`config.mk`:
```
export PLATFORM = sky130hd
export DESIGN_NAME = ultrasonic_echo_ranger_unit
export DESIGN_NICKNAME = d
export VERILOG_FILES = /design/src/rtl/core/uer_pkg.sv /design/src/rtl/core/uer_ctl.sv /design/src/rtl/core/uer_dist.sv /design/src/rtl/core/ultrasonic_echo_ranger_unit.sv
export VERILOG_INCLUDE_DIRS = /design/src /design/src/rtl/core
export SDC_FILE = /design/constraint.sdc
export NUM_CORES = 2
export LEC_CHECK = 0
export BUFFER_PORTS_ARGS = -buffer_cell sky130_fd_sc_hd__buf_2
export CORE_MARGIN = 3
export CORE_UTILIZATION = 35
export CTS_BUF_LIST = sky130_fd_sc_hd__clkbuf_8
export CTS_CLUSTER_SIZE = 28
export DETAILED_ROUTE_END_ITERATION = 12
export PLACE_DENSITY_LB_ADDON = 0.08
export SETUP_SLACK_MARGIN = 0.05
export SKIP_LAST_GASP = 1
export SLEW_MARGIN = 20
export SYNTH_ARGS = -nofsm -noshare
export SYNTH_HDL_FRONTEND = slang
export SYNTH_SLANG_ARGS = --single-unit
```
`constraint.sdc`:
```
create_clock -name i_clk -period 11.62 [get_ports i_clk]
set_clock_uncertainty 0.2 [all_clocks]
set_input_delay 1.162 -clock i_clk [delete_from_list [all_inputs] [get_ports i_clk]]
set_output_delay 1.162 -clock i_clk [all_outputs]
set_load 0.02 [all_outputs]
```
`src/rtl/core/assert_macros.svh`:
```
// ----------------------------------------------------------------------------
// assertion macros
// concurrent checks disabled while the active-low reset is low, removable at compile
// ----------------------------------------------------------------------------
`ifndef ASSERT_MACROS_SVH
`define ASSERT_MACROS_SVH

`ifndef NO_ASSERTIONS

// same-cycle implication
`define ASSERT_IMPLY(label, clk, rst_n, ante, cons) \
    label: assert property (@(posedge clk) disable iff (!(rst_n)) (ante) |-> (cons)) \
        else $error("assertion failed: implication");

// next-cycle implication
`define ASSERT_NEXT(label, clk, rst_n, ante, cons) \
    label: assert property (@(posedge clk) disable iff (!(rst_n)) (ante) |=> (cons)) \
        else $error("assertion failed: next-cycle implication");

`else

`define ASSERT_IMPLY(label, clk, rst_n, ante, cons)
`define ASSERT_NEXT(label, clk, rst_n, ante, cons)

`endif

`endif

```
`src/rtl/core/uer_pkg.sv`:
```
// ----------------------------------------------------------------------------
// uer_pkg
// shared types and constants of the echo ranger
// ----------------------------------------------------------------------------
package uer_pkg;

    localparam int TIMER_WIDTH_DEF = 16;

    localparam int CFG_IDX_W  = 2;
    localparam int CFG_DATA_W = 16;

    // event kinds carried on the slave tuser
    typedef enum logic [1:0] {
        FUNC_TICK    = 2'd0,
        FUNC_COMPARE = 2'd1,
        FUNC_RISE    = 2'd2,
        FUNC_FALL    = 2'd3
    } t_func;

    // configuration register indexes
    typedef enum logic [CFG_IDX_W-1:0] {
        CFG_TICK_PERIOD   = 2'd0,
        CFG_TRIG_WIDTH    = 2'd1,
        CFG_TICKS_PER_MEAS = 2'd2,
        CFG_TIMEOUT       = 2'd3
    } t_cfg_idx;

    // register reset values
    localparam logic [15:0] RST_TICK_PERIOD    = 16'd1000;
    localparam logic [15:0] RST_TRIG_WIDTH     = 16'd15;
    localparam logic [7:0]  RST_TICKS_PER_MEAS = 8'd3;
    localparam logic [15:0] RST_TIMEOUT        = 16'd60000;

    // distance scaling
    localparam longint unsigned NS_PER_US  = 1000;
    localparam longint unsigned US_PER_CM  = 58;

    // control result handed from the sequencer to the distance pipe
    typedef struct packed {
        logic        trigger_level;
        logic        compare_load;
        logic [15:0] compare_value;
        logic        armed;
        logic        dist_update;
    } t_ctl_res;

endpackage

```
`src/rtl/core/uer_ctl.sv`:
```
// ----------------------------------------------------------------------------
// uer_ctl
// event sequencer: trigger, compare scheduling and echo capture state
// ----------------------------------------------------------------------------
module uer_ctl import uer_pkg::*; #(
    parameter int TIMER_WIDTH = TIMER_WIDTH_DEF
) (
    input  logic                   i_clk,
    input  logic                   i_rst_n,
    input  logic                   i_valid,
    output logic                   o_ready,
    input  logic [1:0]             i_func,
    input  logic [15:0]            i_capture_value,
    input  logic [15:0]            i_timer_now,
    input  logic [15:0]            i_trigger_width_ticks,
    input  logic [7:0]             i_ticks_per_measurement,
    input  logic [15:0]            i_timeout_ticks,
    output logic                   o_valid,
    input  logic                   i_ready,
    output t_ctl_res               o_res,
    output logic [TIMER_WIDTH-1:0] o_width
);

    // compare values wrap to the timer, then to the 16-bit field
    localparam int          CW       = (TIMER_WIDTH < 16) ? TIMER_WIDTH : 16;
    localparam logic [15:0] CMP_MASK = 16'((32'd1 << CW) - 32'd1);

    logic [7:0]             r_tick_count, n_tick_count;
    logic                   r_waiting_echo, n_waiting_echo;
    logic                   r_echo_high, n_echo_high;
    logic                   r_trigger_active, n_trigger_active;
    logic [TIMER_WIDTH-1:0] r_echo_start, n_echo_start;
    logic                   r_valid;
    t_ctl_res               r_res, n_res;
    logic [TIMER_WIDTH-1:0] r_width, n_width;

    logic                   accept;
    logic [7:0]             tick_inc;
    logic [16:0]            sum_trig;
    logic [16:0]            sum_tmo;
    logic [TIMER_WIDTH-1:0] cap_tw;

    assign o_ready  = !r_valid || i_ready;
    assign accept   = i_valid && o_ready;
    assign tick_inc = r_tick_count + 8'd1;
    assign sum_trig = {1'b0, i_timer_now} + {1'b0, i_trigger_width_ticks};
    assign sum_tmo  = {1'b0, i_timer_now} + {1'b0, i_timeout_ticks};
    assign cap_tw   = TIMER_WIDTH'(i_capture_value);

    always_comb begin
        n_tick_count     = r_tick_count;
        n_waiting_echo   = r_waiting_echo;
        n_echo_high      = r_echo_high;
        n_trigger_active = r_trigger_active;
        n_echo_start     = r_echo_start;
        n_res            = '0;
        n_width          = cap_tw - r_echo_start;
        case (t_func'(i_func))
            FUNC_TICK: begin
                n_tick_count = tick_inc;
                if (tick_inc == i_ticks_per_measurement) begin
                    n_tick_count        = '0;
                    n_res.compare_load  = 1'b1;
                    n_res.compare_value = sum_trig[15:0] & CMP_MASK;
                    n_waiting_echo      = 1'b0;
                    n_trigger_active    = 1'b1;
                end
            end
            FUNC_COMPARE: begin
                if (r_trigger_active) begin
                    n_trigger_active    = 1'b0;
                    n_echo_high         = 1'b0;
                    n_waiting_echo      = 1'b1;
                    n_res.compare_load  = 1'b1;
                    n_res.compare_value = sum_tmo[15:0] & CMP_MASK;
                end else begin
                    // timeout
                    n_waiting_echo = 1'b0;
                end
            end
            FUNC_RISE: begin
                if (r_waiting_echo && !r_echo_high) begin
                    n_echo_start = cap_tw;
                    n_echo_high  = 1'b1;
                end
            end
            FUNC_FALL: begin
                if (r_waiting_echo && r_echo_high) begin
                    n_echo_high       = 1'b0;
                    n_waiting_echo    = 1'b0;
                    n_res.dist_update = 1'b1;
                end
            end
            default: ;
        endcase
        n_res.trigger_level = n_trigger_active;
        n_res.armed         = n_waiting_echo;
    end

    always_ff @(posedge i_clk) begin
        if (!i_rst_n) begin
            r_valid          <= 1'b0;
            r_tick_count     <= '0;
            r_waiting_echo   <= 1'b0;
            r_echo_high      <= 1'b0;
            r_trigger_active <= 1'b0;
            r_echo_start     <= '0;
        end else begin
            if (o_ready) begin
                r_valid <= i_valid;
            end
            if (accept) begin
                r_tick_count     <= n_tick_count;
                r_waiting_echo   <= n_waiting_echo;
                r_echo_high      <= n_echo_high;
                r_trigger_active <= n_trigger_active;
                r_echo_start     <= n_echo_start;
            end
        end
    end

    always_ff @(posedge i_clk) begin
        if (accept) begin
            r_res   <= n_res;
            r_width <= n_width;
        end
    end

    assign o_valid = r_valid;
    assign o_res   = r_res;
    assign o_width = r_width;

endmodule

```
`src/rtl/core/uer_dist.sv`:
```
// ----------------------------------------------------------------------------
// uer_dist
// echo width to centimetres: multiply, reciprocal divide, saturate
// ----------------------------------------------------------------------------
module uer_dist import uer_pkg::*; #(
    parameter int TIMER_WIDTH = TIMER_WIDTH_DEF
) (
    input  logic                   i_clk,
    input  logic                   i_rst_n,
    input  logic                   i_valid,
    output logic                   o_ready,
    input  t_ctl_res               i_res,
    input  logic [TIMER_WIDTH-1:0] i_width,
    input  logic [15:0]            i_tick_period_ns,
    output logic                   o_valid,
    input  logic                   i_ready,
    output t_ctl_res               o_res,
    output logic [15:0]            o_distance
);

    localparam int PW = TIMER_WIDTH + 16;

    // width*period/58000, floor of floors; 58000 = 16 * 3625
    localparam longint unsigned NS_PER_CM = NS_PER_US * US_PER_CM;
    localparam int              PRE_SHIFT = 4;
    localparam longint unsigned ODD_DIV   = NS_PER_CM >> PRE_SHIFT;
    // at or above this the distance saturates; below it the product fits 32 bits
    localparam logic [63:0]     SAT_LIMIT = 64'(NS_PER_CM << 16);
    // numerator below 2^28 after the pre-shift, 12 bits cover the odd divisor
    localparam int              NUM_W       = 28;
    localparam int              RECIP_SHIFT = NUM_W + 12;
    localparam int              RECIP_W     = 29;
    localparam longint unsigned RECIP =
        ((64'd1 << RECIP_SHIFT) + ODD_DIV - 64'd1) / ODD_DIV;
    localparam int              QW = NUM_W + RECIP_W;

    logic          r_a_valid, r_b_valid, r_c_valid;
    t_ctl_res      r_a_res, r_b_res, r_c_res;
    logic [PW-1:0] r_a_prod;
    logic          r_b_sat;
    logic [15:0]   r_b_quot;
    logic [15:0]   r_last_dist;

    logic             rdy_a, rdy_b, rdy_c;
    logic [63:0]      prod_ext;
    logic [NUM_W-1:0] numer;
    logic [QW-1:0]    recip_prod;

    assign rdy_c   = !r_c_valid || i_ready;
    assign rdy_b   = !r_b_valid || rdy_c;
    assign rdy_a   = !r_a_valid || rdy_b;
    assign o_ready = rdy_a;

    assign prod_ext   = 64'(r_a_prod);
    assign numer      = prod_ext[NUM_W+PRE_SHIFT-1:PRE_SHIFT];
    assign recip_prod = QW'(numer) * QW'(RECIP);

    always_ff @(posedge i_clk) begin
        if (!i_rst_n) begin
            r_a_valid   <= 1'b0;
            r_b_valid   <= 1'b0;
            r_c_valid   <= 1'b0;
            r_last_dist <= '0;
        end else begin
            if (rdy_a) begin
                r_a_valid <= i_valid;
            end
            if (rdy_b) begin
                r_b_valid <= r_a_valid;
            end
            if (rdy_c) begin
                r_c_valid <= r_b_valid;
            end
            if (rdy_c && r_b_valid && r_b_res.dist_update) begin
                r_last_dist <= r_b_sat ? 16'hFFFF : r_b_quot;
            end
        end
    end

    always_ff @(posedge i_clk) begin
        if (rdy_a && i_valid) begin
            r_a_res  <= i_res;
            r_a_prod <= PW'(i_width) * PW'(i_tick_period_ns);
        end
        if (rdy_b && r_a_valid) begin
            r_b_res  <= r_a_res;
            r_b_sat  <= (prod_ext >= SAT_LIMIT);
            r_b_quot <= recip_prod[RECIP_SHIFT+15:RECIP_SHIFT];
        end
        if (rdy_c && r_b_valid) begin
            r_c_res <= r_b_res;
        end
    end

    assign o_valid    = r_c_valid;
    assign o_res      = r_c_res;
    assign o_distance = r_last_dist;

endmodule

```
`src/rtl/core/ultrasonic_echo_ranger_unit.sv`:
```
// ----------------------------------------------------------------------------
// ultrasonic_echo_ranger_unit
// ranging sequencer: timer events in, trigger/compare/distance status out
// ----------------------------------------------------------------------------
//
// channel   dir  handshake                      payload
// s_axis    in   s_axis_tvalid / s_axis_tready  tdata: capture, timer count
//                                               tuser: event kind
// m_axis    out  m_axis_tvalid / m_axis_tready  tdata: status after the event
// cfg       in   i_cfg_we (no wait)             i_cfg_idx, i_cfg_data
//
// one beat in and one beat out per cycle sustained while m_axis_tready stays high; a result
// is registered through the sequencer register, multiply, reciprocal and output stages
// sequencer state changes in the single accept cycle, so events chain back to back
// the four-stage pipe keeps accepting while a result is stalled, until it fills
// reset (synchronous, active low) clears the sequencer, the pipe valids and the
// last distance, and loads the register defaults
//
`include "assert_macros.svh"

module ultrasonic_echo_ranger_unit import uer_pkg::*; #(
    parameter int TIMER_WIDTH = TIMER_WIDTH_DEF
) (
    input  logic                  i_clk,
    input  logic                  i_rst_n,
    // slave side
    input  logic                  s_axis_tvalid,
    output logic                  s_axis_tready,
    input  logic [31:0]           s_axis_tdata,  // capture_value[15:0], timer_now[31:16]
    input  logic [1:0]            s_axis_tuser,  // func[1:0]
    // master side
    output logic                  m_axis_tvalid,
    input  logic                  m_axis_tready,
    output logic [39:0]           m_axis_tdata,  // trigger_level[0], compare_load[1],
                                                 // compare_value[17:2], distance_cm[33:18],
                                                 // armed[34], zero[39:35]
    // configuration writes
    input  logic                  i_cfg_we,
    input  logic [CFG_IDX_W-1:0]  i_cfg_idx,
    input  logic [CFG_DATA_W-1:0] i_cfg_data
);

    // configuration registers
    logic [15:0] r_tick_period_ns;
    logic [15:0] r_trigger_width_ticks;
    logic [7:0]  r_ticks_per_measurement;
    logic [15:0] r_timeout_ticks;

    // sequencer to distance pipe
    logic                   ctl_valid;
    logic                   dist_ready;
    t_ctl_res               ctl_res;
    logic [TIMER_WIDTH-1:0] ctl_width;

    // result
    t_ctl_res    out_res;
    logic [15:0] out_distance;

    always_ff @(posedge i_clk) begin
        if (!i_rst_n) begin
            r_tick_period_ns        <= RST_TICK_PERIOD;
            r_trigger_width_ticks   <= RST_TRIG_WIDTH;
            r_ticks_per_measurement <= RST_TICKS_PER_MEAS;
            r_timeout_ticks         <= RST_TIMEOUT;
        end else if (i_cfg_we) begin
            case (t_cfg_idx'(i_cfg_idx))
                CFG_TICK_PERIOD:    r_tick_period_ns        <= i_cfg_data;
                CFG_TRIG_WIDTH:     r_trigger_width_ticks   <= i_cfg_data;
                CFG_TICKS_PER_MEAS: r_ticks_per_measurement <= i_cfg_data[7:0];
                CFG_TIMEOUT:        r_timeout_ticks         <= i_cfg_data;
                default: ;
            endcase
        end
    end

    // event sequencer, also the input register stage
    uer_ctl #(
        .TIMER_WIDTH (TIMER_WIDTH)
    ) u_ctl (
        .i_clk                   (i_clk),
        .i_rst_n                 (i_rst_n),
        .i_valid                 (s_axis_tvalid),
        .o_ready                 (s_axis_tready),
        .i_func                  (s_axis_tuser),
        .i_capture_value         (s_axis_tdata[15:0]),
        .i_timer_now             (s_axis_tdata[31:16]),
        .i_trigger_width_ticks   (r_trigger_width_ticks),
        .i_ticks_per_measurement (r_ticks_per_measurement),
        .i_timeout_ticks         (r_timeout_ticks),
        .o_valid                 (ctl_valid),
        .i_ready                 (dist_ready),
        .o_res                   (ctl_res),
        .o_width                 (ctl_width)
    );

    // distance pipe, ends in the output register
    uer_dist #(
        .TIMER_WIDTH (TIMER_WIDTH)
    ) u_dist (
        .i_clk            (i_clk),
        .i_rst_n          (i_rst_n),
        .i_valid          (ctl_valid),
        .o_ready          (dist_ready),
        .i_res            (ctl_res),
        .i_width          (ctl_width),
        .i_tick_period_ns (r_tick_period_ns),
        .o_valid          (m_axis_tvalid),
        .i_ready          (m_axis_tready),
        .o_res            (out_res),
        .o_distance       (out_distance)
    );

    assign m_axis_tdata = {5'b0, out_res.armed, out_distance, out_res.compare_value,
                           out_res.compare_load, out_res.trigger_level};

    // no compare value without a load
    `ASSERT_IMPLY(a_cmp_zero_unloaded, i_clk, i_rst_n,
        m_axis_tvalid && !out_res.compare_load, out_res.compare_value == 16'd0)
    // trigger high and echo wait never overlap
    `ASSERT_IMPLY(a_trig_not_armed, i_clk, i_rst_n,
        m_axis_tvalid, !(out_res.trigger_level && out_res.armed))
    // a load only comes with trigger start or trigger end
    `ASSERT_IMPLY(a_load_has_cause, i_clk, i_rst_n,
        m_axis_tvalid && out_res.compare_load, out_res.trigger_level || out_res.armed)
    // distance only moves when a new result beat is presented
    `ASSERT_NEXT(a_dist_holds_stalled, i_clk, i_rst_n,
        m_axis_tvalid && !m_axis_tready, $stable(out_distance))

endmodule
```
==> impl_results.md <==
* Vias in the first global route at ~21000
* Post-synth EDFFs at roughly 140
* Most frequent cells after synthesis: 584 x inv_1, 479 x ha_1, 366 x fa_1
* Crit path launch type: flip-flop
* Final period utilization at 60.5%
* Post-synth top area share at between 20% and 30%
* Core area at about 81000 µm²
* Cells on worst reg2reg path at 24
* Worst setup EP type: flip-flop
* Compound-Gate Fraction of Synth Area at roughly 7.7%
* Initial core utilization at between 30% and 40%
* Status: finished clean
* Via count at 19500
* Number of remaining DRC errors at 0
* CP arrival at just over 7 ns
* Final Cell Area at 31200 µm²
* Die Span Y at roughly 290 µm
* Syn. warnings at 0
* Hold_sp: u_ctl.o_res[16]
* Fin nets at 3902
* First-pass GRT wire length at roughly 120 mm
* Global-route usage over all layers at between 10% and 20%
* Syn_area_per_cell at a little under 10 µm²
* Worst-margin pin slew at between 1 and 1.5 ns
* Worst path slowest cell: edfxtp_1
* Via density at 4.74
* DIE AREA at between 80000 and 90000 µm²
* Number of hold buffers added after CTS at 0
* Clock Pin Slew Worst Setup and Hold Paths at around 0.06 ns
* Max H-tree Level at 2
* Largest family of logic cells by synthesized area: adder cells
* Synth Area in Adders at between 40% and 50%
* Peak Freq at approximately 140 MHz
* Main synth FF type: edfxtp_1
* Slew Viols, Final at 0
* Clock sinks at approximately 250
* Longest Clk Path Bufs at 3
* Setup bufs post-CTS at 0
* #FFs+latches synth at roughly 250
* DR iter-0 viols at 750
* Sequential fraction of the synthesis area at between 20% and 30%
* GP Congestion at ~0.86
* Worst R2R End: u_dist.r_b_quot[14]
* R2R setup slack at about 4.6 ns
* Simple-gate portion of the synthesized area at around an eighth
* Largest net degree at the start of global routing at 52
* Synth area leader: fa_1
* Initial antenna violation count at 5
* Worst slew margin at a little under a third
* Num CTS Buffers at 46
* Final hold vios at 0
* RSZ-0062 raised after global routing: no
* Critical path type: flip-flop to flip-flop
* Final worst path period need at about 7.0 ns
* Worst path max stage delay at between 0.7 and 0.8 ns
* Fraction of registers with async set/reset at 0%
* Cell Count, Final, Fillers Out at a little over 4000
* Min-Delay Path Class: flip-flop to flip-flop
* Core Rows at between 100 and 150
* Root Driver: clkbuf_8
* Dominant cells by area after synthesis: fa_1 26%, ha_1 21%, edfxtp_1 15%
* Clock Latency Late Sink at between 0.5 and 0.6 ns
* Drt first pass iters at 5
* Crit-path max FO at 10
* Area post-placement at 30300 µm²
* Share of cells above drive strength 1 at under 10%
* Depth of the worst hold-timing path at 0
* Synth Area in XOR/XNOR at 2.84%
* CTS tree: done
* Finish-stage setup viols at 0
* GRT Residual Overflow at 0
* I/O Pins at around 100
* Count of different cell masters after synthesis at 77
* Critical path, cell by cell: inv_1, ha_1, inv_1, ha_1, fa_1, inv_1, fa_1, inv_1, fa_1, fa_1, inv_1, fa_1, inv_1, ha_1, a211oi_1, nor2_1, o311ai_1, a31oi_1, nor2_1, a21oi_4, a21oi_2, a211oi_2, or4_1, o311ai_2
* Hold path endpoint: u_dist.r_a_res[16]
* Worst Hold Slack at about 0.2 ns
* Top-count cell post-synth: inv_1
* Max Cap Viol at 0
* Die Span X at approximately 300 µm
* Remaining antenna violation count at 0
* Req. time, crit path at between 10 and 15 ns
* Dpl cells at 4011
* Setup TNS at 0 ns
* Post-synthesis mux area share at less than 1%
* Synth Instances at 2928
* IO Port Bufs at 93
* Reg2reg start: u_dist.r_a_prod[15]
* Crit-path most repeated cell: inv_1
* Post-CTS Resized at 0
* Total routed wirelength at 74.4 mm
* DPL Wire Length at between 50 and 60 mm
* Wire per inst at ~18 µm
* Syn-to-layout area delta at 8.74%
* Cell Area, Synth at 28700 µm²
worst max-delay path: cells and delay by family, from the launching register on:
kind	cells	cell delay (ns)
AO/OA/AOI/OAI	7	1.32
adder cells (fa/ha/maj)	8	3.35
buffers and inverters	6	0.39
flip-flops	1	0.77
AND/OR/NAND/NOR	3	0.82
through the flow:
stage | utilization (%) | setup slack, ns
floorplan | - | 5.34
global placement | 37.4 | 4.64
detailed placement | 37.4 | 4.54
CTS | 38.5 | 4.54
global route | 38.6 | 4.16
finish | 38.6 | 4.59
cell usage in the layout (no fill, tap or decap), types with 9 or more instances in the layout:
cell type / instances
xor2_1: 32
o22ai_1: 10
o21bai_1: 9
a21oi_1: 158
o21ai_0: 40
a21o_1: 34
and2_1: 133
fa_1: 366
o21a_1: 12
o21ai_1: 11
nand4_1: 13
nand2b_1: 14
nand3_1: 44
edfxtp_1: 144
nor2b_1: 14
xnor2_1: 61
buf_2: 93
ha_1: 479
nor2_1: 112
dfxtp_1: 103
inv_1: 595
nand2_1: 323
and3_1: 11
nor3_1: 24
clkbuf_8: 47
clkinv_1: 14
sequential cells by signal, summed over array words and instances (netlist names), 8 cells and up:
register	cells
r_tick_period_ns	16
r_ticks_per_measurement	8
r_timeout_ticks	16
r_trigger_width_ticks	16
u_ctl.o_res	20
u_ctl.o_width	16
u_ctl.r_echo_start	16
u_ctl.r_tick_count	8
u_dist.o_distance	16
u_dist.o_res	19
u_dist.r_a_prod	32
u_dist.r_a_res	20
u_dist.r_b_quot	16
u_dist.r_b_res	20
layer usage:
metal	global-route usage [%]	vias up	share of wire [%]
li1	-	9548	-
met3	1.83	109	2.6
met2	30.5	268	47
met1	24.3	9532	47
met4	5.55	0	3.1
met5	0	-	0
kinds of logic after synthesis:
kind of cell	Yosys count
adder cells (fa/ha/maj)	845
AND/OR/NAND/NOR	724
buffers and inverters	666
AO/OA/AOI/OAI	349
flip-flops	247
XOR/XNOR	93
multiplexers	3
other	1
worst max path at each step:
stage	slack, ns	end	start	cells after the start
after floorplan	5.34	u_dist.r_b_quot[14]	u_dist.r_a_prod[15]	24
after global placement	4.64	u_dist.r_b_quot[14]	u_dist.r_a_prod[15]	24
after detailed placement	4.54	u_dist.r_b_quot[14]	u_dist.r_a_prod[15]	24
after CTS	4.54	u_dist.r_b_quot[14]	u_dist.r_a_prod[15]	24
after global routing	4.16	u_dist.r_b_quot[14]	u_dist.r_a_prod[15]	24
final	4.59	u_dist.r_b_quot[14]	u_dist.r_a_prod[15]	24
layout make-up:
type	instances	area, µm²
Clock inverter	39	264
Fill cell	8227	49700
Tap cell	1060	1330
Inverter	585	2200
Timing Repair Buffer	101	538
Multi-Input combinational cell	2019	19800
Sequential cell	247	6390
Clock buffer	47	647
Antenna cell	5	12.5
Power is left out: the tool's default activity adds up to more than one toggle a clock period on the data nets, which glitch-free logic cannot reach.
